File: src/hdl/rgba_area_box_downscale_top_macros.svh
// ----------------------------------------------------------------------------
// Assertion macros for the RGBA area-box downscaler
// Implication checks sampled on the rising clock, off while reset is low.
// ----------------------------------------------------------------------------
`ifndef RGBA_AREA_BOX_DOWNSCALE_TOP_MACROS_SVH
`define RGBA_AREA_BOX_DOWNSCALE_TOP_MACROS_SVH

// Same-cycle implication
`define RABD_CHECK(label, clk, rst_n, ante, cons) \
    label: assert property (@(posedge clk) disable iff (!rst_n) (ante) |-> (cons)) \
        else $error("rabd check failed");

// Next-cycle implication
`define RABD_CHECK_NEXT(label, clk, rst_n, ante, cons) \
    label: assert property (@(posedge clk) disable iff (!rst_n) (ante) |=> (cons)) \
        else $error("rabd next-cycle check failed");

`endif

File: src/hdl/rabd_pkg.sv
// ----------------------------------------------------------------------------
// rabd_pkg
// Types and fixed constants shared by the downscaler front, back and top.
// ----------------------------------------------------------------------------
package rabd_pkg;

    localparam int CH_W      = 8;   // one color channel
    localparam int NUM_CH    = 4;   // red, green, blue, alpha
    localparam int SUM_W     = 10;  // line store entry per channel
    localparam int RACC_W    = 10;  // row accumulator per channel
    localparam int ACC_W     = 11;  // row accumulator plus new pixel
    localparam int TOTAL_W   = 12;  // line store entry plus accumulator

    localparam int SW_W      = 10;
    localparam int SH_W      = 13;
    localparam int DW_W      = 9;
    localparam int DH_W      = 13;
    localparam int SCOL_W    = 10;
    localparam int SROW_W    = 12;
    localparam int DROW_W    = 12;
    localparam int CREM_W    = 10;
    localparam int RREM_W    = 13;
    localparam int MAX_H     = 4096;

    localparam int CFG_IDX_W  = 2;
    localparam int CFG_DATA_W = 13;

    localparam logic [CFG_IDX_W-1:0] CFG_SRC_WIDTH  = 2'd0;
    localparam logic [CFG_IDX_W-1:0] CFG_SRC_HEIGHT = 2'd1;
    localparam logic [CFG_IDX_W-1:0] CFG_DST_WIDTH  = 2'd2;
    localparam logic [CFG_IDX_W-1:0] CFG_DST_HEIGHT = 2'd3;

    localparam logic [SW_W-1:0] RST_SRC_WIDTH  = 10'd160;
    localparam logic [SH_W-1:0] RST_SRC_HEIGHT = 13'd160;
    localparam logic [DW_W-1:0] RST_DST_WIDTH  = 9'd80;
    localparam logic [DH_W-1:0] RST_DST_HEIGHT = 13'd80;

    localparam int CMD_DEPTH = 4;
    localparam int OUT_DEPTH = 4;
    localparam int OUT_CNT_W = $clog2(OUT_DEPTH + 1);

    typedef logic [NUM_CH-1:0][CH_W-1:0]  t_pix;
    typedef logic [NUM_CH-1:0][ACC_W-1:0] t_acc;
    typedef logic [NUM_CH-1:0][SUM_W-1:0] t_sums;

    // One column-box end (or one flagged pixel) handed from front to back
    typedef struct packed {
        logic bad;          // illegal sizes: emit flagged result only
        logic clear;        // empty the line store before this command
        logic row_box_end;  // box finished: emit result, release entry
        logic shift_col;    // box is two columns wide
        logic shift_row;    // box is two rows tall
        logic row_end;
        logic frame_end;
        t_acc acc;
    } t_cmd;

    typedef struct packed {
        t_pix pix;
        logic row_end;
        logic frame_end;
        logic bad;
    } t_res;

endpackage

File: src/hdl/rabd_front.sv
// ----------------------------------------------------------------------------
// rabd_front
// Holds the size registers, tracks the raster position, accumulates the left
// pixel of two-wide boxes and issues one command per column-box end or bad pixel.
// ----------------------------------------------------------------------------
module rabd_front #(
    parameter int MAX_DEST_WIDTH = 256
) (
    input  logic                                i_clk,
    input  logic                                i_rst_n,
    input  logic                                i_cfg_valid,
    input  logic [rabd_pkg::CFG_IDX_W-1:0]      i_cfg_index,
    input  logic [rabd_pkg::CFG_DATA_W-1:0]     i_cfg_data,
    input  logic                                i_accept,
    input  rabd_pkg::t_pix                      i_pix,
    input  logic                                i_frame_first,
    output logic                                o_cmd_push,
    output rabd_pkg::t_cmd                      o_cmd,
    output logic [((MAX_DEST_WIDTH > 1) ? $clog2(MAX_DEST_WIDTH) : 1)-1:0] o_cmd_slot
);

    import rabd_pkg::*;

    localparam int DC_W = (MAX_DEST_WIDTH > 1) ? $clog2(MAX_DEST_WIDTH) : 1;
    localparam logic [DH_W-1:0] MAX_DW = DH_W'(MAX_DEST_WIDTH);
    localparam logic [SH_W-1:0] MAX_HT = SH_W'(MAX_H);

    logic [SW_W-1:0]   r_sw;
    logic [SH_W-1:0]   r_sh;
    logic [DW_W-1:0]   r_dw;
    logic [DH_W-1:0]   r_dh;
    logic              r_restart_pend, r_clear_pend;
    logic [SCOL_W-1:0] r_sc, n_sc, e_sc;
    logic [SROW_W-1:0] r_sr, n_sr, e_sr;
    logic [DC_W-1:0]   r_dc, n_dc, e_dc;
    logic [DROW_W-1:0] r_dr, n_dr, e_dr;
    logic [CREM_W-1:0] r_crem, n_crem, e_crem;
    logic [RREM_W-1:0] r_rrem, n_rrem, e_rrem;
    logic [NUM_CH-1:0][RACC_W-1:0] r_racc, n_racc, e_racc;

    logic              good, restart, clear_eff;
    logic              last_col, last_row, col_end, rbe, rend;
    logic [SW_W-1:0]   sw_dw;
    logic [SH_W-1:0]   sh_dh;
    t_acc              acc;
    logic [SW_W:0]     crem_up;
    logic [RREM_W:0]   rrem_up;

    // Legal sizes: dst <= src <= 2*dst on each axis, nothing zero or too big
    always_comb begin
        good = (r_sw != '0) && (r_sh != '0) && (r_dw != '0) && (r_dh != '0)
            && ({4'b0, r_dw} <= MAX_DW) && (r_sh <= MAX_HT) && (r_dh <= MAX_HT)
            && ({1'b0, r_dw} <= r_sw) && ({1'b0, r_sw} <= {1'b0, r_dw, 1'b0})
            && (r_dh <= r_sh) && ({1'b0, r_sh} <= {r_dh, 1'b0});
    end

    assign sw_dw = r_sw - {1'b0, r_dw};
    assign sh_dh = r_sh - r_dh;

    always_comb begin
        restart   = i_frame_first || r_restart_pend;
        clear_eff = r_clear_pend || restart;
        e_sc   = restart ? '0 : r_sc;
        e_sr   = restart ? '0 : r_sr;
        e_dc   = restart ? '0 : r_dc;
        e_dr   = restart ? '0 : r_dr;
        e_crem = restart ? sw_dw : r_crem;
        e_rrem = restart ? sh_dh : r_rrem;
        e_racc = restart ? '0 : r_racc;

        for (int c = 0; c < NUM_CH; c++) begin
            acc[c] = ACC_W'(e_racc[c]) + ACC_W'(i_pix[c]);
        end

        last_col = ((SW_W + 1)'(e_sc) + 1'b1) >= {1'b0, r_sw};
        last_row = (SH_W'(e_sr) + 1'b1) >= r_sh;
        col_end  = (e_crem < {1'b0, r_dw}) || last_col;
        rbe      = (e_rrem < r_dh) || last_row;
        rend     = (DH_W'(e_dc) + 1'b1) >= DH_W'(r_dw);

        // Advance the position and the step remainders
        n_sc   = e_sc;
        n_sr   = e_sr;
        n_dc   = e_dc;
        n_dr   = e_dr;
        n_crem = e_crem;
        n_rrem = e_rrem;
        crem_up = '0;
        rrem_up = '0;
        if (last_col) begin
            n_sc   = '0;
            n_dc   = '0;
            n_crem = sw_dw;
            if (last_row) begin
                n_sr   = '0;
                n_dr   = '0;
                n_rrem = sh_dh;
            end else begin
                rrem_up = rbe ? ({1'b0, e_rrem} + {1'b0, r_sh}) : {1'b0, e_rrem};
                n_rrem  = RREM_W'(rrem_up - {1'b0, r_dh});
                n_dr    = rbe ? e_dr + 1'b1 : e_dr;
                n_sr    = e_sr + 1'b1;
            end
        end else begin
            crem_up = col_end ? ({1'b0, e_crem} + {1'b0, r_sw}) : {1'b0, e_crem};
            n_crem  = CREM_W'(crem_up - {2'b0, r_dw});
            n_dc    = col_end ? e_dc + 1'b1 : e_dc;
            n_sc    = e_sc + 1'b1;
        end

        for (int c = 0; c < NUM_CH; c++) begin
            n_racc[c] = col_end ? '0 : acc[c][RACC_W-1:0];
        end

        // Command: flagged pixel, or end of a column box
        o_cmd_push = i_accept && (!good || col_end);
        o_cmd_slot = good ? e_dc : '0;
        o_cmd      = '0;
        if (!good) begin
            o_cmd.bad = 1'b1;
        end else begin
            o_cmd.clear       = clear_eff;
            o_cmd.row_box_end = rbe;
            o_cmd.shift_col   = e_crem < sw_dw;
            o_cmd.shift_row   = e_rrem < sh_dh;
            o_cmd.row_end     = rend;
            o_cmd.frame_end   = rend && ((SH_W'(e_dr) + 1'b1) >= r_dh);
            o_cmd.acc         = acc;
        end
    end

    always_ff @(posedge i_clk) begin
        if (!i_rst_n) begin
            r_sw           <= RST_SRC_WIDTH;
            r_sh           <= RST_SRC_HEIGHT;
            r_dw           <= RST_DST_WIDTH;
            r_dh           <= RST_DST_HEIGHT;
            r_restart_pend <= 1'b1;
            r_clear_pend   <= 1'b1;
            r_sc           <= '0;
            r_sr           <= '0;
            r_dc           <= '0;
            r_dr           <= '0;
            r_crem         <= '0;
            r_rrem         <= '0;
            r_racc         <= '0;
        end else if (i_cfg_valid) begin
            case (i_cfg_index)
                CFG_SRC_WIDTH:  r_sw <= i_cfg_data[SW_W-1:0];
                CFG_SRC_HEIGHT: r_sh <= i_cfg_data[SH_W-1:0];
                CFG_DST_WIDTH:  r_dw <= i_cfg_data[DW_W-1:0];
                CFG_DST_HEIGHT: r_dh <= i_cfg_data[DH_W-1:0];
                default: ;
            endcase
            // Restart position and empty the line store on the next pixel
            r_restart_pend <= 1'b1;
            r_clear_pend   <= 1'b1;
        end else if (i_accept && good) begin
            r_restart_pend <= 1'b0;
            r_clear_pend   <= col_end ? 1'b0 : clear_eff;
            r_sc           <= n_sc;
            r_sr           <= n_sr;
            r_dc           <= n_dc;
            r_dr           <= n_dr;
            r_crem         <= n_crem;
            r_rrem         <= n_rrem;
            r_racc         <= n_racc;
        end
    end

endmodule

File: config.mk
export PLATFORM = sky130hd
export DESIGN_NAME = rabd_front
export DESIGN_NICKNAME = d
export VERILOG_FILES = /design/src/hdl/rgba_area_box_downscale_top_macros.svh /design/src/hdl/rabd_pkg.sv /design/src/hdl/rabd_front.sv
export SDC_FILE = /design/constraint.sdc
export NUM_CORES = 1
export LEC_CHECK = 0
export CAP_MARGIN = 25
export CORE_MARGIN = 8
export CORE_UTILIZATION = 66
export DETAILED_ROUTE_END_ITERATION = 12
export DONT_BUFFER_PORTS = 1
export PLACE_DENSITY = 0.86
export SLEW_MARGIN = 40
export SYNTH_ARGS = -nofsm -noshare
export SYNTH_HDL_FRONTEND = slang
export SYNTH_SLANG_ARGS = --single-unit
export TNS_END_PERCENT = 100
File: constraint.sdc
create_clock -name i_clk -period 8.6 [get_ports i_clk]
set_clock_uncertainty 0.1 [all_clocks]
set_input_delay 0 -clock i_clk [delete_from_list [all_inputs] [get_ports i_clk]]
set_output_delay 0 -clock i_clk [all_outputs]
set_load 0.1 [all_outputs]
== After elaboration in Yosys (flattened, before gate mapping) ==
Cells that the tools add are included.
Cells by class
  $add $sub $neg: 18
  $lt $le $gt $ge: 15
  equality and inequality tests: 3
  multiplexer cells: 28
  bitwise logic cells: 2
  reduce and logical (&&, ||, !) cells: 30
Operator list (count)
  2-to-1 mux 10 bit: 9
  2-to-1 mux 12 bit: 7
  2-to-1 mux 13 bit: 4
  2-to-1 mux 50 bit: 1
  adder 10 x 8 -> 11 bit: 4
  2-to-1 mux 40 bit: 1
  2-to-1 mux 8 bit: 4
  adder 12 x 1 -> 13 bit (second input constant): 2
  >= comparator 13 bit: 2
  <= comparator 13 bit (second input constant): 2
  < comparator 13 bit: 2
  nonzero test 13 bit: 2
  subtractor 13 bit: 2
  adder 12 x 1 -> 12 bit (second input constant): 2
  subtractor 10 x 9 -> 10 bit: 2
  <= comparator 13 x 14 -> 1 bit: 1
  adder 13 bit: 1
  <= comparator 13 bit: 1
  logical AND 1 bit: 13
  adder 10 x 1 -> 11 bit (second input constant): 1
  >= comparator 11 x 10 -> 1 bit: 1
  adder 10 x 1 -> 10 bit (second input constant): 1
  adder 10 bit: 1
  <= comparator 10 bit: 1
  18 further kinds: 29
Storage, ports and cells
  flip-flop bits (word level): 152
  bits of input ports: 52
  output and inout bits: 60
  logic and storage cells: 112

== Logic depth before layout (Yosys ltp) ==
  word-level depth: 14
  gate-level depth with buffers: 34
  gate-level depth less buffers: 30

== Worst setup path after synthesis ==
No wires, ideal clock.
  path type: register -> register
  start point: register r_restart_pend
  end point: register r_rrem[12]
  library setup time: 79 ps
  arrival time: 7188 ps
  data required time: 8421 ps
  setup slack: 1233 ps
  cell stages (with the launch flop): 32
  buffers on the path: 8
  clock period less this slack: 7367 ps
  cells stage by stage: dfxtp_1 clkbuf_1 nor2_1 clkbuf_1 clkbuf_1 clkbuf_1 clkbuf_1 and2_1 ha_1 nand4_1 or3_1 clkbuf_1 or3_1 a21oi_1 ha_1 a21o_1 a211o_1 o22ai_1 and2_0 clkbuf_1 clkbuf_1 mux2i_1 ha_1 inv_1 fa_1 a21o_1 a21oi_1 o21ai_0 o41ai_1 o21ai_0 xnor3_1 o211ai_1
On the way
  word-level cells in the longest chain between the ends: 9
  elaborated cells between the ends (all ways): 15
  those cells by class: add/sub: 4; order compare: 3; mux: 6; reduce/logical: 2
RTL lines
  from (decl): RTL line rabd_front.sv:32  | logic r_restart_pend, r_clear_pend;
  from (signal assigned): RTL line rabd_front.sv:138  | r_restart_pend <= 1'b1;
  from (signal assigned): RTL line rabd_front.sv:156  | r_restart_pend <= 1'b1;
  from (signal assigned): RTL line rabd_front.sv:159  | r_restart_pend <= 1'b0;
  logical OR 1 bit (*): RTL line rabd_front.sv:61  | restart = i_frame_first || r_restart_pend;
  2-to-1 mux 12 bit: RTL line rabd_front.sv:64  | e_sr = restart ? '0 : r_sr;
  adder 12 x 1 -> 13 bit: RTL line rabd_front.sv:76  | last_row = (SH_W'(e_sr) + 1'b1) >= r_sh;
  >= comparator 13 bit: RTL line rabd_front.sv:76
  logical OR 1 bit: RTL line rabd_front.sv:78  | rbe = (e_rrem < r_dh) || last_row;
  2-to-1 mux 13 bit: RTL line rabd_front.sv:99  | rrem_up = rbe ? ({1'b0, e_rrem} + {1'b0, r_sh}) : {1'b0, e_rrem};
  subtractor 13 bit: RTL line rabd_front.sv:100  | n_rrem = RREM_W'(rrem_up - {1'b0, r_dh});
  2-to-1 mux 13 bit: RTL line rabd_front.sv:94  | if (last_row) begin
  2-to-1 mux 13 bit (*): RTL line rabd_front.sv:90  | if (last_col) begin
  to (signal assigned): RTL line rabd_front.sv:166  | r_rrem <= n_rrem;
  to (decl): RTL line rabd_front.sv:38  | logic [RREM_W-1:0] r_rrem, n_rrem, e_rrem;
Every way passes the cells marked *; elsewhere a longest branch is shown, timed or not.
A chain may end at the register's enable or synchronous reset.

== Worst setup path in the final report ==
  start point: register r_dh[5]
  end point: register r_rrem[12]
On the way
  word-level cells in the longest chain between the ends: 11
  elaborated cells between the ends (all ways): 23
  those cells by class: add/sub: 3; order compare: 4; mux: 4; reduce/logical: 12
RTL lines
  from (decl): RTL line rabd_front.sv:31  | logic [DH_W-1:0] r_dh;
  from (signal assigned): RTL line rabd_front.sv:152  | CFG_DST_HEIGHT: r_dh <= i_cfg_data[DH_W-1:0];
  parallel branches: the longest is 11 deep, another holds subtractor 13 bit
Parallel ways; which one is timed is not known.

==> summary.txt <==
Cells and area
  • Non-Filler Instances: 2161
  • Layout area overhead: 11.6%
  • Post-route cell area: 16100 sq um
  • Final nets: 2136
  • Share of cells above drive strength 1: 0.0755

Timing
  • Max Slew Vio Count: 0
  • Setup Viol. Count Final: 0
  • Worst hold slack: 0.0442 ns
  • Worst rel slew slack: 0.433
  • Final hold violation count: 0
  • Setup TNS: 0 ns
  • Min setup slack post-route: 1.29 ns
  • Unrepaired setup endpoints after global routing: no
  • Final period util: 0.850
  • Final Critical Period: 7.31 ns
  • Slew @ Worst Pin: roughly 0.85 ns
  • Peak Freq: 0.137 GHz

Place
  • Placed Area: 15000 sq um
  • Setup WS pre-CTS: 1.51 ns
  • IO buf count: 0
  • Placer Congestion: 0.972
  • Placed cells: about 2100
  • DP Wirelength: 31200 um

Yosys
  • Syn_nets: 2136
  • Sequential-to-total area share from yosys stat: 0.211
  • Synth Area in Compound Gates: 0.242
  • Ys async rst share: 0
  • Syn avg cell area: 7.73 sq um
  • Area contributors post-synth: dfxtp_1, ha_1, nand2_1
  • Most frequent cell after synthesis: nand2_1
  • Post-synth top cells: nand2_1, ha_1, dfxtp_1
  • Number of enable flip-flop cells after synthesis: 0
  • Largest family of logic cells by synthesized area: compound AO/OA/AOI/OAI gates
  • Syn Std Cell Area: approximately 14000 sq um
  • Main synth FF type: dfxtp_1
  • #FFs+latches synth: about 150
  • Post-synth cell types: 80
  • Leading area contributor after synthesis: dfxtp_1
  • Synth top area share: 0.211
  • Adder-cell share of the synthesized area: 0.193
  • Post-synthesis cell count: 1867
  • Synth warnings: 0
  • XOR/XNOR share of the synthesized area: 0.0696
  • Mux share of post-synthesis cell area: 0.00729
  • Post-Synth Simple-Gate Area: 0.227

Min path
  • Hold_sp: i_cfg_index[1]
  • WHS Path Cells: 3
  • HP Class: in -> reg
  • Worst Hold End: r_dh[7]

Clock tree
  • Root buf cell: clkbuf_16
  • Cts repair resizes: 0
  • Num CTS Buffers: 17
  • CTS tree: yes
  • Latest clock arrival within the worst-skew pair: 0.44 ns
  • Post-CTS setup buffer count: 0
  • Clock-pin slew on the worst setup and hold paths: 0.08 ns
  • H-tree depth: 4
  • Clk sinks: 152
  • CTS max path bufs: 2

Critical path
  • CP endpoint kind: flip-flop
  • Worst Reg-to-Reg Cells: 26
  • R2r endpoint: r_rrem[12]
  • Crit path DAT: 7.58 ns
  • R2R Path Start: r_dh[5]
  • Worst Setup SP: r_dh[5]
  • Setup CP Type: reg -> reg
  • R2R Setup Slk: 1.29 ns
  • Critical Path Source Type: flip-flop
  • Worst-path fanout max: 9
  • Worst EP required: 8.87 ns

Floorplanning
  • Row count: 54
  • Core area: 21600 sq um
  • Die area: 26800 sq um
  • Initial Utilization: 0.667
  • Die Y: about 160 um
  • Die width: 164 um
  • Io pins: around 110

Power and ir drop
  • Max VDD drop: between 0.0001 and 0.00015 V
  • Total power divided by cell area: between 150 and 200 nW/um^2
  • Leak Pwr: 6.64 nW

Detailed routing
  • Routed via count: 14300
  • Antenna viol nets, final: 0
  • Vias per cell: approximately 6.6
  • # DRC: 0
  • Drt pass-1 iters: 7
  • WL final: between 40000 and 50000 um
  • Routed wire per std cell: around 21 um
  • DRT iter0 DRCs: 1659

GRT
  • Vias in the first global route: ~14000
  • GR Overflow Total: 0
  • Initial antenna violation count: 0
  • Largest net degree at the start of global routing: 132
  • Total track usage: 0.327
  • Global-route wire length before repair: 71200 um

Job
  • Number of max-cap violations: 0

Run status
  • Status: finished, final reports clean
==> repair_timing <==
item,in CTS,in global routing
setup endpoints to repair,0,0
hold endpoints to repair,137,0
hold buffers,47,0
==> report_power, final <==
part / total (mW) / switching (mW) / internal [mW]
combinational: 1.38 / 0.896 / 0.483
sequential: 0.744 / 0.0207 / 0.723
clock: 0.777 / 0.384 / 0.393
total: 2.90 / 1.30 / 1.60
==> flip-flops by register name, summed over array words and instances (netlist names) <==
name	cells
r_dw	9
r_sc	10
r_restart_pend	1
r_clear_pend	1
r_sr	12
r_rrem	13
r_sh	13
r_crem	10
r_dc	8
r_dr	12
r_dh	13
r_racc	40
r_sw	10
==> through the flow <==
| stage | total power [mW] | utilization |
|---|---|---|
| 2_1_floorplan | 1.79 | - |
| 5_1_grt | 3.04 | 0.745 |
| 3_5_place_dp | 2.06 | 0.694 |
| 3_3_place_gp | 2.01 | 0.684 |
| 4_1_cts | 2.86 | 0.745 |
| 6_report | 2.90 | 0.745 |
==> layout by cell type, fill, tap and decap left out, drive strengths merged, types with 8 or more instances in the layout <==
cell	n
a21boi	47
a21o	39
a21oi	136
a22o	10
a22oi	14
a2bb2oi	24
a31oi	8
and2	54
and3	24
and4	8
buf	17
clkbuf	20
dfxtp	152
dlygate4sd3	46
fa	10
ha	207
inv	103
nand2	225
nand2b	18
nand3	56
nand4	14
nor2	135
nor2b	64
nor3	24
nor3b	9
nor4	12
o211ai	29
o21a	16
o21ai	112
o21bai	21
or3	17
xnor2	64
xor2	48
==> worst max-delay path: stages (launching register included) <==
cell	delay [ns]
dfxtp_1	0.39
inv_1	0.17
ha_1	0.37
a211o_1	0.31
a31o_2	0.24
a21oi_1	0.24
o21bai_1	0.10
a21oi_1	0.17
xor2_1	0.34
o21ai_0	0.28
ha_1	0.38
nand4_1	0.11
a211o_1	0.24
a21boi_0	0.16
a21o_1	0.28
and2_0	0.63
mux2i_1	0.28
ha_1	0.19
inv_1	0.05
fa_1	0.41
a21o_1	0.18
a21oi_1	0.21
o21ai_0	0.20
o41ai_1	0.42
o21ai_0	0.19
xnor3_1	0.40
o211ai_1	0.20
==> metal layers <==
layer,routed length [um],up-vias,GRT usage
li1,-,6661,-
met1,17800,6734,0.411
met2,20700,795,0.541
met3,4740,131,0.0596
met4,1590,0,0.143
met5,0,-,0
==> logic make-up (layout without fill, tap and decap cells) <==
kind of cell / count (synthesis) / after routing
AOI/OAI and AO/OA: 526 / 526
adders and majority gates: 217 / 217
xor gates and xnor gates: 113 / 113
muxes: 10 / 10
and+or+nand+nor: 668 / 668
buffers and inverters: 181 / 194
DFF: 152 / 152
other: 0 / 1
==> area by class of cell <==
class	count	area [sq um]
tap	280	350
antenna	1	2.50
fill	1515	5520
timing repair buffer	66	731
sequential	152	3040
inverter	96	360
multi-input combinational	1534	11000
clock inverter	15	174
clock buffer	17	425
==> how the worst max path moves through the flow <==
stage,endpoint,depth (start not counted)
3_3_place_gp,r_rrem[9],27
2_1_floorplan,r_rrem[12],31
5_1_grt,r_rrem[12],26
6_report,r_rrem[12],26
4_1_cts,r_rrem[12],27
3_5_place_dp,r_rrem[12],27
Power figures use the tool's default switching activity.
