`src/hdl/rgba_area_box_downscale_top_macros.svh`:
```
// ----------------------------------------------------------------------------
// Assertion macros for the RGBA area-box downscaler
// Implication checks sampled on the rising clock, off while reset is low.
// ----------------------------------------------------------------------------
`ifndef RGBA_AREA_BOX_DOWNSCALE_TOP_MACROS_SVH
`define RGBA_AREA_BOX_DOWNSCALE_TOP_MACROS_SVH

// Same-cycle implication
`define RABD_CHECK(label, clk, rst_n, ante, cons) \
    label: assert property (@(posedge clk) disable iff (!rst_n) (ante) |-> (cons)) \
        else $error("rabd check failed");

// Next-cycle implication
`define RABD_CHECK_NEXT(label, clk, rst_n, ante, cons) \
    label: assert property (@(posedge clk) disable iff (!rst_n) (ante) |=> (cons)) \
        else $error("rabd next-cycle check failed");

`endif

```
`src/hdl/rabd_fifo.sv`:
```
// ----------------------------------------------------------------------------
// rabd_fifo
// Small register-based queue with occupancy count.
// ----------------------------------------------------------------------------
module rabd_fifo #(
    parameter int WIDTH = 8,
    parameter int DEPTH = 4
) (
    input  logic                         i_clk,
    input  logic                         i_rst_n,
    input  logic                         i_push,
    input  logic [WIDTH-1:0]             i_data,
    input  logic                         i_pop,
    output logic [WIDTH-1:0]             o_data,
    output logic                         o_full,
    output logic                         o_empty,
    output logic [$clog2(DEPTH+1)-1:0]   o_count
);

    localparam int AW = (DEPTH > 1) ? $clog2(DEPTH) : 1;
    localparam int CW = $clog2(DEPTH + 1);

    logic [WIDTH-1:0] r_mem [DEPTH];
    logic [AW-1:0]    r_wr_ptr, n_wr_ptr;
    logic [AW-1:0]    r_rd_ptr, n_rd_ptr;
    logic [CW-1:0]    r_count, n_count;
    logic             do_push, do_pop;

    assign o_full  = (r_count == CW'(DEPTH));
    assign o_empty = (r_count == '0);
    assign o_count = r_count;
    assign o_data  = r_mem[r_rd_ptr];
    assign do_push = i_push && !o_full;
    assign do_pop  = i_pop && !o_empty;

    always_comb begin
        n_wr_ptr = r_wr_ptr;
        n_rd_ptr = r_rd_ptr;
        n_count  = r_count;
        if (do_push) begin
            n_wr_ptr = (r_wr_ptr == AW'(DEPTH - 1)) ? '0 : r_wr_ptr + 1'b1;
        end
        if (do_pop) begin
            n_rd_ptr = (r_rd_ptr == AW'(DEPTH - 1)) ? '0 : r_rd_ptr + 1'b1;
        end
        case ({do_push, do_pop})
            2'b10:   n_count = r_count + 1'b1;
            2'b01:   n_count = r_count - 1'b1;
            default: n_count = r_count;
        endcase
    end

    always_ff @(posedge i_clk) begin
        if (!i_rst_n) begin
            r_wr_ptr <= '0;
            r_rd_ptr <= '0;
            r_count  <= '0;
        end else begin
            r_wr_ptr <= n_wr_ptr;
            r_rd_ptr <= n_rd_ptr;
            r_count  <= n_count;
        end
    end

    always_ff @(posedge i_clk) begin
        if (do_push) begin
            r_mem[r_wr_ptr] <= i_data;
        end
    end

endmodule

```
`config.mk`:
```
export PLATFORM = sky130hd
export DESIGN_NAME = rabd_fifo
export DESIGN_NICKNAME = d
export VERILOG_FILES = /design/src/hdl/rgba_area_box_downscale_top_macros.svh /design/src/hdl/rabd_fifo.sv
export SDC_FILE = /design/constraint.sdc
export NUM_CORES = 1
export LEC_CHECK = 0
export BUFFER_PORTS_ARGS = -buffer_cell sky130_fd_sc_hd__buf_2
export CORE_MARGIN = 3
export CORE_UTILIZATION = 45
export DETAILED_ROUTE_END_ITERATION = 7
export GPL_TIMING_DRIVEN = 1
export PLACE_DENSITY = 0.66
export SLEW_MARGIN = 5
export SYNTH_ARGS = -nofsm -noshare
export SYNTH_HDL_FRONTEND = slang
export SYNTH_SLANG_ARGS = --single-unit
export TNS_END_PERCENT = 10
```
`constraint.sdc`:
```
create_clock -name i_clk -period 2.3 [get_ports i_clk]
set_input_delay 0.115 -clock i_clk [delete_from_list [all_inputs] [get_ports i_clk]]
set_output_delay 0.115 -clock i_clk [all_outputs]
set_load 0.02 [all_outputs]
```
## After elaboration in Yosys (flattened, before gate mapping)

Memory sizes are Yosys's and may differ from the RTL's. A register that Yosys moved wholly into a read port is not among the register bits.
Cells that the tools add are included.

- $add $sub $neg: 4
- Eq/ne operators: 5
- Multiplexer cells: 7
- Reductions and logical operators: 6

Operators with widths:

| cell | number |
|---|---|
| $mux W2 | 4 |
| $eq A2 B2 Y1 const B | 3 |
| $pmux W3 S2 | 1 |
| $add A2 B1 Y2 const B | 2 |
| $add A3 B1 Y3 const B | 1 |
| $eq A3 B3 Y1 const B | 1 |
| $logic_not A3 Y1 | 1 |
| $sub A3 B1 Y3 const B | 1 |
| $eq A2 B1 Y1 const B | 1 |
| $logic_and A1 B1 Y1 | 2 |
| $logic_not A1 Y1 | 2 |
| $mux W1 | 2 |
| $reduce_bool A2 Y1 | 1 |

- Bits in registers: 7
- Memory bits (writable): 32
- Bits of input ports: 12
- Output and inout port bits: 13
- Logic and storage cells: 26
- Memories: 1

Memories:

| memory | depth | bits a word | read ports | clocked after Yosys merged registers in | write ports | line | RTL |
|---|---|---|---|---|---|---|---|
| r_mem | 4 | 8 | 1 | 1 | 1 | rabd_fifo.sv:23 | `logic [WIDTH-1:0] r_mem [DEPTH];` |

## Longest topological paths before layout

Gate-level depths: netlist of the first run.

- Depth in word-level cells: 5
- Depth in mapped cells: 10
- Depth with buffers taken out: 9

## Worst setup path before layout of the first run

Ideal clock, no wire load.

- Kind: reg2reg
- From: register r_count[2], in the netlist o_count[2]
- To: register r_count[2], in the netlist o_count[2]
- Library setup time: 0.076 ns
- Arrival time: 2.339 ns
- Required time: 2.224 ns
- Slack: -0.115 ns
- Cell stages (with the launch flop): 11
- Path buffers: 1
- Clock period less this slack: 2.415 ns
- Path through: dfxtp_1 nor3b_2 nor2b_1 buf_2 inv_1 ha_1 inv_1 fa_1 xor2_1 or3_1 a21boi_0

- Cells in the longest elaborated chain, start to end: 5
- Elaborated cells on any way between the ends: 12
- Those cells by class: add/sub: 2; eq/ne: 3; mux: 1; reduce/logical: 6

Ends and longest elaborated chain:

| what | line | RTL |
|---|---|---|
| from (decl) | rabd_fifo.sv:26 | `logic [CW-1:0] r_count, n_count;` |
| from (signal assigned) | rabd_fifo.sv:61 | `r_count <= n_count;` |
| $eq A3 B3 Y1 * | rabd_fifo.sv:29 | `assign o_full = (r_count == CW'(DEPTH));` |
| net o_full | rabd_fifo.sv:15 | `output logic o_full,` |
| $logic_not A1 Y1 * | rabd_fifo.sv:33 | `assign do_push = i_push && !o_full;` |
| $logic_and A1 B1 Y1 * | rabd_fifo.sv:33 |  |
| $eq A2 B1 Y1 / $eq A2 B2 Y1 (equally long branches) | rabd_fifo.sv:46 | `case ({do_push, do_pop})` |
| $pmux W3 S2 / $reduce_bool A2 Y1 (equally long branches) | - |  |

The timed path passes the listed nets; every way through them passes the cells marked *.
A chain may end at the register's enable or synchronous reset.

## Worst setup path in the final report of the first run

- From: register r_count[0], in the netlist o_count[0]
- To: register r_count[2], in the netlist o_count[2]

- Cells in the longest elaborated chain, start to end: 5
- Elaborated cells on any way between the ends: 12
- Those cells by class: add/sub: 2; eq/ne: 3; mux: 1; reduce/logical: 6

Ends and longest elaborated chain:

| what | line |
|---|---|
| $eq A3 B3 Y1 / $logic_not A3 Y1 (equally long branches) | rabd_fifo.sv:29, rabd_fifo.sv:30 |
| $logic_not A1 Y1, on equally long branches | rabd_fifo.sv:33, rabd_fifo.sv:34 |
| $logic_and A1 B1 Y1, on equally long branches | rabd_fifo.sv:33, rabd_fifo.sv:34 |
| $eq A2 B1 Y1 / $eq A2 B2 Y1 (equally long branches) | rabd_fifo.sv:46 |
| $pmux W3 S2 / $reduce_bool A2 Y1 (equally long branches) | - |

Several ways; a longest one is shown, not always the timed one.

==> results by group, run 1 <==
Pwr
  • Switching Fraction: 29.2%
  • Internal Dissipation: 1510 uW
  • Worst VDD drop: 0.000523 V
  • PD cells: 1070 mW/mm2
  • Leakage: 0.000748 uW
  • Psw: 626 uW
  • Comb power frac: 26.9%
  • Total power: 2140 uW
  • Clk pwr share: 26.3%
  • Seq pwr share: 46.9%

Yosys
  • Area leader, netlist: edfxtp_1
  • Syn Area/Cell: 16.8 um2
  • Most frequently used flop master after synthesis: edfxtp_1
  • Syn nets: 117
  • Sequential area share after synthesis: 69.4%
  • Yosys warnings: 0
  • Flop and latch count out of synthesis: 41
  • Number of synthesized flops with an enable pin: 32
  • Most frequent cell after synthesis: edfxtp_1
  • Mapped Cells: 98
  • Top post-synthesis cells by count: edfxtp_1 (32), dfxtp_1 (9), mux4_2 (8), inv_1 (7), nand2_1 (7)
  • Synth area leaders: edfxtp_1 (58%), dfxtp_1 (11%), mux4_2 (11%)
  • Synthesized area: 0.00164 mm2
  • FFs w/ async S/R, synth: 0%
  • Unique cell type count in the Yosys netlist: 22
  • Yosys top cell area share: 58.4%

Detailed routing
  • Vias per inst: 4.86
  • M1 WL: 1.06 mm
  • Via count: 879
  • DR WL met3: 133 um
  • Pre-antenna DRT Iters: 4
  • Routed Antenna Nets: 0
  • DRC violations left: 0
  • Top sig layer: met4
  • Avg WL per Cell: 13.9 um
  • Final wirelength: 2.52 mm
  • Violation count after the first detailed-route iteration: 46
  • DR WL met2: 1.29 mm

GRT
  • Grt total ovfl: 0
  • Total global-route track usage: 13.1%
  • First-pass GRT wire length: 4.02 mm
  • Initial antenna violation count: 0
  • Largest net degree at the start of global routing: 14
  • Vias in the first global route: 893

Clocking
  • CTS H-tree lvls: 2
  • CTS Buf Count: 5
  • TritonCTS Sinks: 41
  • CTS tree: built
  • CTS root buffer: clkbuf_4
  • Clk_lat worst skew: 0.34 ns
  • Clk slew on worst S/H paths: 0.11 ns
  • Max Buffers Root-to-Sink: 2

Worst setup path
  • Setup slack, reg-to-reg: 0.24 ns
  • Slowest CP cell: dfxtp_1
  • Max incr delay on CP: 0.40 ns
  • Critical path required time: 2.57 ns
  • Top cell by count, worst path: inv_1
  • WS Path Type: reg2reg
  • Crit path cell chain: nor3b_4, nor2b_2, inv_1, ha_1, inv_1, fa_1, xor2_1, or3_1, a21boi_0
  • Crit path max fanout: 7
  • CP Data Arrival Time: 2.33 ns
  • Critical Path Start Type: flop
  • Crit end category: flop

Place
  • Dpl cell area: 0.00182 mm2
  • Dpl hpwl: 1.81 mm
  • GP Congestion: 0.776
  • Port buffer count: 24

Timing
  • Final setup vio count: 0
  • FMAX: 0.486 GHz
  • Worst slew pin tran: 0.506 ns
  • Setup TNS: 0 ns
  • Hold slack: 0.103 ns
  • RSZ-0062 raised after global routing: no
  • Tmin final: 2.06 ns
  • Final period util: 89.5%
  • Final Hold Viols: 0
  • Slew headroom: 66.2%
  • Final Skew: 0.00832 ns
  • Slew Limit Fails: 0

Layout
  • Post-Layout Inst Area: 0.00200 mm2
  • Fillers: 278
  • Share of post-route cells with drive strength above 1: 32.6%
  • Area Overhead vs Synth: 21.9%
  • Fin nets: 153
  • Ant diodes: 0

Flow run
  • MaxCap Viol Count: 0

Floorplanning
  • Core ar.: 0.00342 mm2
  • # rows: 21
  • Die area: 0.00441 mm2
  • Starting Density: 48.1%
  • Die extent in y: 66.4 um
  • Ports: 25
  • Die X-Extent: 66.4 um

Hold path
  • Worst Hold Class: in2reg

Status
  • Status: finished, final reports clean
-- routing by layer --
layer,global-route usage (%),vias up
met4,5.33,0
met5,0,-
met1,14.3,424
met2,22.4,19
li1,-,430
met3,5.10,6
-- power by group through the flow --
stage	registers, uW	clock network, uW	logic [uW]
2_1_floorplan	989	0	431
3_3_place_gp	1020	0	558
3_5_place_dp	1030	0	572
4_1_cts	1010	576	585
5_1_grt	1020	606	633
6_report	1000	562	575
-- kinds of logic (layout without fill, tap and decap cells) --
kind of cell    count (synthesis)  count (layout)  share of synthesized area (%)
flops                          41              41                           69.4
simple gates                   21              21                           6.77
xor+xnor                        2               2                           1.07
mux                            10              10                           12.2
buf+inv                        11              48                           2.66
compound gates                  6               6                           2.13
fa+ha+maj                       7               7                           5.78
-- cells in the final DEF (no fill, tap or decap), types with 2 or more instances in the layout --
cell and n:
o21ai_0 4, nor2_1 2, nand3_1 2, mux2i_1 2, inv_1 7, buf_2 24, ha_1 6, edfxtp_1 32
bufinv_16 2, dfxtp_1 8, dlygate4sd3_1 8, mux4_2 8, and2_1 6, nand2_1 7, clkbuf_4 5
-- critical path: cells and delay by family, from the launching register on --
kind	cells	cell delay (ns)
buffers and inverters	2	0.13
flip-flops	1	0.40
XOR/XNOR	1	0.15
AND/OR/NAND/NOR	3	0.62
adder cells (fa/ha/maj)	2	0.55
AO/OA/AOI/OAI	1	0.15
-- stage by stage --
stage                     utilization, %  std cells  setup slack, ns
final                               58.7        181            0.242
after global routing                58.7        181           0.0698
after floorplan                        -         98           0.0281
after detailed placement            53.3        165            0.225
after CTS                           58.6        181            0.187
after global placement              53.3        165            0.279
-- flip-flops by register name (all words and copies together), names as in the netlist, named ones only --
| register | count |
|---|---|
| o_count | 3 |
| r_mem | 32 |
| r_rd_ptr | 2 |
| r_wr_ptr | 2 |
-- repair_timing --
action	CTS	global route
setup buffers	0	0
resized for setup	0	1
hold buffers	8	0
setup endpoints to repair	0	1
endpoints found under the hold margin	32	0
-- worst paths after layout --
kind | startpoint | endpoint | cells after the start
max | o_count[0] | o_count[2] | 9
min | i_rst_n | o_count[2] | 2
max reg2reg | o_count[0] | o_count[2] | 9
min reg2reg | r_wr_ptr[1] | r_wr_ptr[1] | 2
-- area by class of cell --
class	instances	area, um2	area share, %
sequential	41	1140	57.0
multi-input combinational	46	468	23.3
timing repair buffer	33	208	10.4
clock inverter	3	65.1	3.25
tap	46	57.6	2.87
clock buffer	5	37.5	1.87
inverter	7	26.3	1.31
Power figures use the tool's default switching activity.
==> run 2: changes to the inputs <==
- CORE_ASPECT_RATIO: not set -> 0.5
- CORE_UTILIZATION: 45 -> 35
- PLACE_DENSITY: 0.66 -> not set
==> run 2 against run 1 <==
  * Sequential cell count did not move
  * Register-to-register slack barely moved
  * Clock skew fell by 0.0056 ns
  * First-iteration DRC count fell by 43%
  * Cell area fell by 4.3%
  * Global-route usage fell by 2.3 points
  * Non-clock buffer count fell by 8
  * Worst hold slack got worse by 0.067 ns
  * Wire length rose by 2.6%
  * Sequential share of layout area rose by 2.6 points
  * Count of clock-buffer cells in the layout did not move
  * Maximum frequency fell by 0.49%
==> results by group, run 2 (synthesis gave the netlist of run 1 again) <==
Clocking
  • Clk slew on worst S/H paths: 0.08 ns (-0.03 ns)
  • CTS Buf Count: 5 (unchanged)
  • Setup Buffers After CTS: 0 (unchanged)
  • CTS H-tree lvls: 2 (unchanged)
  • Post-CTS resize count: 0 (unchanged)
  • CTS root buffer: clkbuf_8
  • TritonCTS Sinks: 41 (unchanged)
  • Clk_lat worst skew: 0.29 ns (-0.05 ns)
  • CTS Hold Bufs: 0 (-8)
  • CTS tree: built
  • Max Buffers Root-to-Sink: 2 (unchanged)

Timing
  • Final Skew: 0.00274 ns (-0.00558 ns)
  • Final setup vio count: 0 (unchanged)
  • Slew Limit Fails: 0 (unchanged)
  • Setup WS post-layout: 0.232 ns (-0.0102 ns)
  • Slew headroom: 60.7% (-5.6 points)
  • Hold slack: 0.0367 ns (-0.0667 ns)
  • Tmin final: 2.07 ns (+0.0102 ns)
  • Worst slew pin tran: 0.589 ns (+0.0835 ns)
  • FMAX: 0.484 GHz (-0.49%)
  • Setup TNS: 0 ns (unchanged)
  • Final Hold Viols: 0 (unchanged)
  • RSZ-0062 raised after global routing: no
  • Final period util: 89.9% (+0.44 points)

Detailed routing
  • DRC violations left: 0 (unchanged)
  • Final wirelength: 2.59 mm (+2.6%)
  • Via count: 850 (-3.3%)
  • Routed Antenna Nets: 0 (unchanged)
  • Violation count after the first detailed-route iteration: 26 (-43%)
  • Vias per inst: 4.70 (-3.3%)
  • Pre-antenna DRT Iters: 4 (unchanged)
  • Avg WL per Cell: 14.3 um (+2.6%)

Worst setup path
  • Buf+Inv Stages, Crit Path: 2 (unchanged)
  • Crit end category: flop
  • Critical Path Start Type: flop
  • CP Data Arrival Time: 2.28 ns (-0.05 ns)
  • Crit path max fanout: 7 (unchanged)
  • Critical path's top delay family: simple AND/OR/NAND/NOR gates
  • Slowest CP cell: dfxtp_1
  • WS Path Type: reg2reg
  • Top cell by count, worst path: inv_1
  • Critical path required time: 2.51 ns (-0.06 ns)
  • Crit path cell chain: nor3b_4, nor2b_2, inv_1, ha_1, inv_1, fa_1, xor2_1, or3_1, a21boi_0
  • Max incr delay on CP: 0.39 ns (about the same)

Floorplanning
  • # rows: 16 (-24%)
  • Ports: 25 (unchanged)
  • Die area: 0.00561 mm2 (+27%)
  • Core ar.: 0.00420 mm2 (+23%)
  • Die extent in y: 54.5 um (-18%)
  • Die X-Extent: 103 um (+55%)
  • Starting Density: 39.1% (-9.0 points)

GRT
  • First-pass GRT wire length: 4.12 mm (+2.4%)
  • Largest net degree at the start of global routing: 14 (unchanged)
  • Total global-route track usage: 10.8% (-2.3 points)
  • Initial antenna violation count: 0 (unchanged)
  • Vias in the first global route: 824 (-7.7%)
  • Grt total ovfl: 0 (unchanged)

Layout
  • Area Overhead vs Synth: 16.7%
  • Commonest non-fill, non-tap cells in the layout: edfxtp_1 (32), buf_2 (24), mux4_2 (8), dfxtp_1 (8)
  • Fin nets: 145 (-5.2%)
  • Non-filler cells, final: 181 (unchanged)
  • Largest register by flop count: r_mem
  • Ant diodes: 0 (unchanged)
  • Share of post-route cells with drive strength above 1: 33.9% (+1.3 points)
  • Most common cell after layout, fill and taps aside: edfxtp_1
  • Largest register FFs: 32 (unchanged)

Hold path
  • Worst Hold Class: in2reg

Place
  • DP Worst Slack: 0.146 ns (-0.0784 ns)
  • GP Congestion: 0.696 (-10%)
  • Placed Instances: 173 (+4.8%)
  • Dpl hpwl: 1.77 mm (-2.5%)
  • Port buffer count: 24 (unchanged)

Status
  • Status: finished, final reports clean

Pwr
  • PD cells: 1050 mW/mm2 (-1.2%)
  • Worst VDD drop: 0.000528 V (+0.98%)
  • Total power: 2020 uW (-5.5%)
  • Leakage: 0.000705 uW (-5.8%)

Flow run
  • MaxCap Viol Count: 0 (unchanged)
run 2: cell types whose count changed in the layout (fill, tap and decap cells not counted):
cell and change:
bufinv_16 -2, clkbuf_4 -5, clkbuf_8 +5, clkinv_1 +1
clkinv_4 +1, dlygate4sd3_1 -8
run 2: report_power, final:
part	leakage, uW	internal [uW]	total (uW)	switching [uW]
logic	0.000291	262	565	303
registers	0.000368	906	1010	101
clock network	0.0000455	210	450	241
total	0.000705	1380	2020	644
run 2: path summary, 6_finish.rpt:
path                                   from          end  slack (ns)  cells after the start
worst max-delay path             o_count[0]   o_count[2]        0.23                      9
worst min-delay path              i_data[0]  r_mem[0][0]        0.04                      1
worst max register to register   o_count[0]   o_count[2]        0.23                      9
worst min register to register  r_wr_ptr[0]  r_wr_ptr[0]        0.52                      2
run 2: final cells by class:
type	count	area, um2
multi-input combinational	46	468
fill	371	2290
clock buffer	5	68.8
clock inverter	3	17.5
timing repair buffer	25	128
sequential	41	1140
inverter	7	26.3
tap	54	67.6
run 2: worst reg2reg max path, stage by stage, from the launching register on:
cell	delay [ns]
dfxtp_1	0.39
nor3b_4	0.22
nor2b_2	0.11
inv_1	0.07
ha_1	0.17
inv_1	0.06
fa_1	0.37
xor2_1	0.15
or3_1	0.31
a21boi_0	0.16
run 2: routing by layer:
metal	track usage (%)	vias to the layer above	part of all wire, %
li1	-	419	-
met1	13.5	403	46
met2	16.0	21	45
met3	4.07	7	6.0
met4	6.45	0	2.7
met5	0	-	0
run 2: metrics by stage:
step / utilization [%] / area, um2
6_report: 45.6 / 1920
5_1_grt: 45.6 / 1920
4_1_cts: 45.6 / 1920
3_5_place_dp: 43.5 / 1830
3_3_place_gp: 43.5 / 1830
2_1_floorplan: - / 1650
==> run 3: changes to the inputs <==
- CORE_UTILIZATION: 35 -> 25
- CTS_BUF_LIST: not set -> sky130_fd_sc_hd__clkbuf_8
==> run 3 against run 2 <==
  * Power rose by 0.49%
  * Maximum frequency fell by 0.12%
  * First-iteration DRC count rose by 15%
  * Critical path depth did not move
  * Utilization is 14 points lower
  * Worst hold slack gained 0.0011 ns
  * Global-route usage down 2.7 points
  * Cell area up 2.5%
  * Critical endpoint unchanged
  * Largest cell class unchanged
==> results by group, run 3 (synthesis gave the netlist of run 1 again) <==
Worst setup path
  • Crit end category: flop
  • Top cell by count, worst path: inv_1
  • Critical path required time: 2.51 ns (about the same)
  • Crit path max fanout: 7 (unchanged)
  • Critical path depth: 9 (unchanged)
  • WS Path Type: reg2reg
  • Critical path's top delay family: simple AND/OR/NAND/NOR gates
  • Worst r2r dst: o_count[2]
  • Buf+Inv Stages, Crit Path: 2 (unchanged)
  • RR Startpoint: o_count[2]
  • R2r worst-path depth: 9 (unchanged)
  • Max incr delay on CP: 0.38 ns (about the same)
  • Setup slack, reg-to-reg: 0.23 ns (about the same)
  • Slowest CP cell: dfxtp_4
  • Crit path cell chain: nor3b_4, nor2b_2, inv_1, ha_1, inv_1, fa_1, xor2_1, or3_1, a21boi_0
  • Critical Path Start Type: flop
  • CP Data Arrival Time: 2.28 ns (about the same)

Detailed routing
  • Avg WL per Cell: 12.8 um (-10%)
  • Violation count after the first detailed-route iteration: 30 (+15%)
  • Vias per inst: 4.00 (-15%)
  • Routed Antenna Nets: 0 (unchanged)
  • Pre-antenna DRT Iters: 4 (unchanged)
  • Final wirelength: 2.76 mm (+6.5%)
  • DRC violations left: 0 (unchanged)
  • Via count: 861 (+1.3%)

Layout
  • Fillers: 641 (+73%)
  • Storage element area: 0.00115 mm2 (+0.44%)
  • Post-Layout Inst Area: 0.00197 mm2 (+2.5%)
  • Fin nets: 145 (unchanged)
  • Area of the multi-input gates: 468 um2 (unchanged)
  • Most common cell after layout, fill and taps aside: edfxtp_1
  • Commonest non-fill, non-tap cells in the layout: edfxtp_1 (32), buf_2 (24), mux4_2 (8)
  • Share of post-route cells with drive strength above 1: 35.4% (+1.6 points)
  • Area Overhead vs Synth: 19.6%
  • Ant diodes: 0 (unchanged)
  • Largest register FFs: 32 (unchanged)
  • Largest register by flop count: r_mem

Flow run
  • MaxCap Viol Count: 0 (unchanged)

GRT
  • Grt total ovfl: 0 (unchanged)
  • Total global-route track usage: 8.05% (-2.7 points)
  • Vias in the first global route: 930 (+13%)
  • GR Layer Usage met1: 10.2% (-3.3 points)
  • Met3 Track Usage GR: 3.23% (-0.84 points)
  • GR Util met2: 12.2% (-3.8 points)
  • Initial antenna violation count: 0 (unchanged)
  • Busiest metal layer after global routing: met2
  • Largest net degree at the start of global routing: 14 (unchanged)
  • First-pass GRT wire length: 4.55 mm (+10%)

Clocking
  • TritonCTS Sinks: 41 (unchanged)
  • Setup Buffers After CTS: 0 (unchanged)
  • CTS Buf Count: 5 (unchanged)
  • CTS tree: built
  • Clk_lat worst skew: 0.29 ns (about the same)
  • CTS H-tree lvls: 2 (unchanged)
  • Clk slew on worst S/H paths: 0.08 ns (about the same)
  • CTS Hold Bufs: 0 (unchanged)
  • CTS root buffer: clkbuf_8
  • Max Buffers Root-to-Sink: 2 (unchanged)

Timing
  • RSZ-0062 raised after global routing: no
  • Final setup vio count: 0 (unchanged)
  • Worst slew pin tran: 0.567 ns (-0.0224 ns)
  • FMAX: 0.483 GHz (-0.12%)
  • Slew Limit Fails: 0 (unchanged)
  • Tmin final: 2.07 ns (+0.00256 ns)
  • Final Hold Viols: 0 (unchanged)
  • Slew headroom: 62.2% (+1.5 points)
  • Setup TNS: 0 ns (unchanged)
  • Final period util: 90.0% (+0.11 points)
  • Final Skew: 0.00615 ns (+0.00341 ns)

Place
  • Port buffer count: 24 (unchanged)
  • GP Congestion: 0.759 (+9.0%)
  • Dpl cell area: 0.00187 mm2 (+2.3%)
  • Dpl hpwl: 1.95 mm (+10%)

Pwr
  • PD cells: 1030 mW/mm2 (-1.9%)
  • Worst VDD drop: 0.000389 V (-26%)
  • Leakage: 0.000706 uW (+0.14%)

Status
  • Status: finished, final reports clean

Floorplanning
  • Die area: 0.00764 mm2 (+36%)
  • Starting Density: 26.5% (-13 points)
  • Die X-Extent: 121 um (+17%)
  • Ports: 25 (unchanged)
  • Die extent in y: 63.3 um (+16%)
  • Core ar.: 0.00621 mm2 (+48%)
  • # rows: 20 (+4)

Hold path
  • Cells on Worst Hold Path: 1 (unchanged)
  • Worst Hold Class: in2reg
  • Hold Startpoint: i_data[5]
  • Hold Path End: r_mem[1][5]
run 3: final cells by class:
class,instances,area share (%)
Timing Repair Buffer,25,6.49
Sequential cell,41,58.4
Inverter,7,1.34
Tap cell,88,5.60
Clock buffer,5,3.50
Multi-Input combinational cell,46,23.8
Clock inverter,3,0.891
run 3: worst max path at each step:
stage,startpoint,end,slack [ns]
3_3_place_gp,o_count[1],o_count[2],0.27
5_1_grt,o_count[2],o_count[2],0.04
6_report,o_count[2],o_count[2],0.23
3_5_place_dp,o_count[0],o_count[1],0.11
2_1_floorplan,o_count[1],o_count[2],0.03
4_1_cts,o_count[0],o_count[1],0.08
run 3: routing by layer:
layer  vias up  part of all wire, %
met5         -                    0
met3         4                  6.4
met1       414                   44
met2        27                   48
li1        416                    -
met4         0                  1.5
run 3: what timing repair did:
| action | 4_1_cts | 5_1_grt |
|---|---|---|
| resized for setup | 0 | 4 |
| endpoints found under the hold margin | 0 | 0 |
| setup endpoints to repair | 0 | 2 |
run 3: through the flow:
step | utilization, % | worst slack (ns) | total power [uW] | hold slack, ns | cells
6_report | 31.7 | 0.230 | 2030 | 0.0378 | 215
5_1_grt | 31.7 | 0.0381 | 2180 | 0.0324 | 215
4_1_cts | 31.6 | 0.0830 | 2070 | 0.0314 | 215
3_5_place_dp | 30.2 | 0.114 | 1610 | 0.339 | 207
3_3_place_gp | 30.2 | 0.268 | 1590 | 0.326 | 207
2_1_floorplan | - | 0.0281 | 1420 | 0.214 | 98
run 3: power breakdown:
| part | switching [uW] | internal (uW) |
|---|---|---|
| Combinational | 312 | 263 |
| Clock | 235 | 209 |
| Sequential | 102 | 911 |
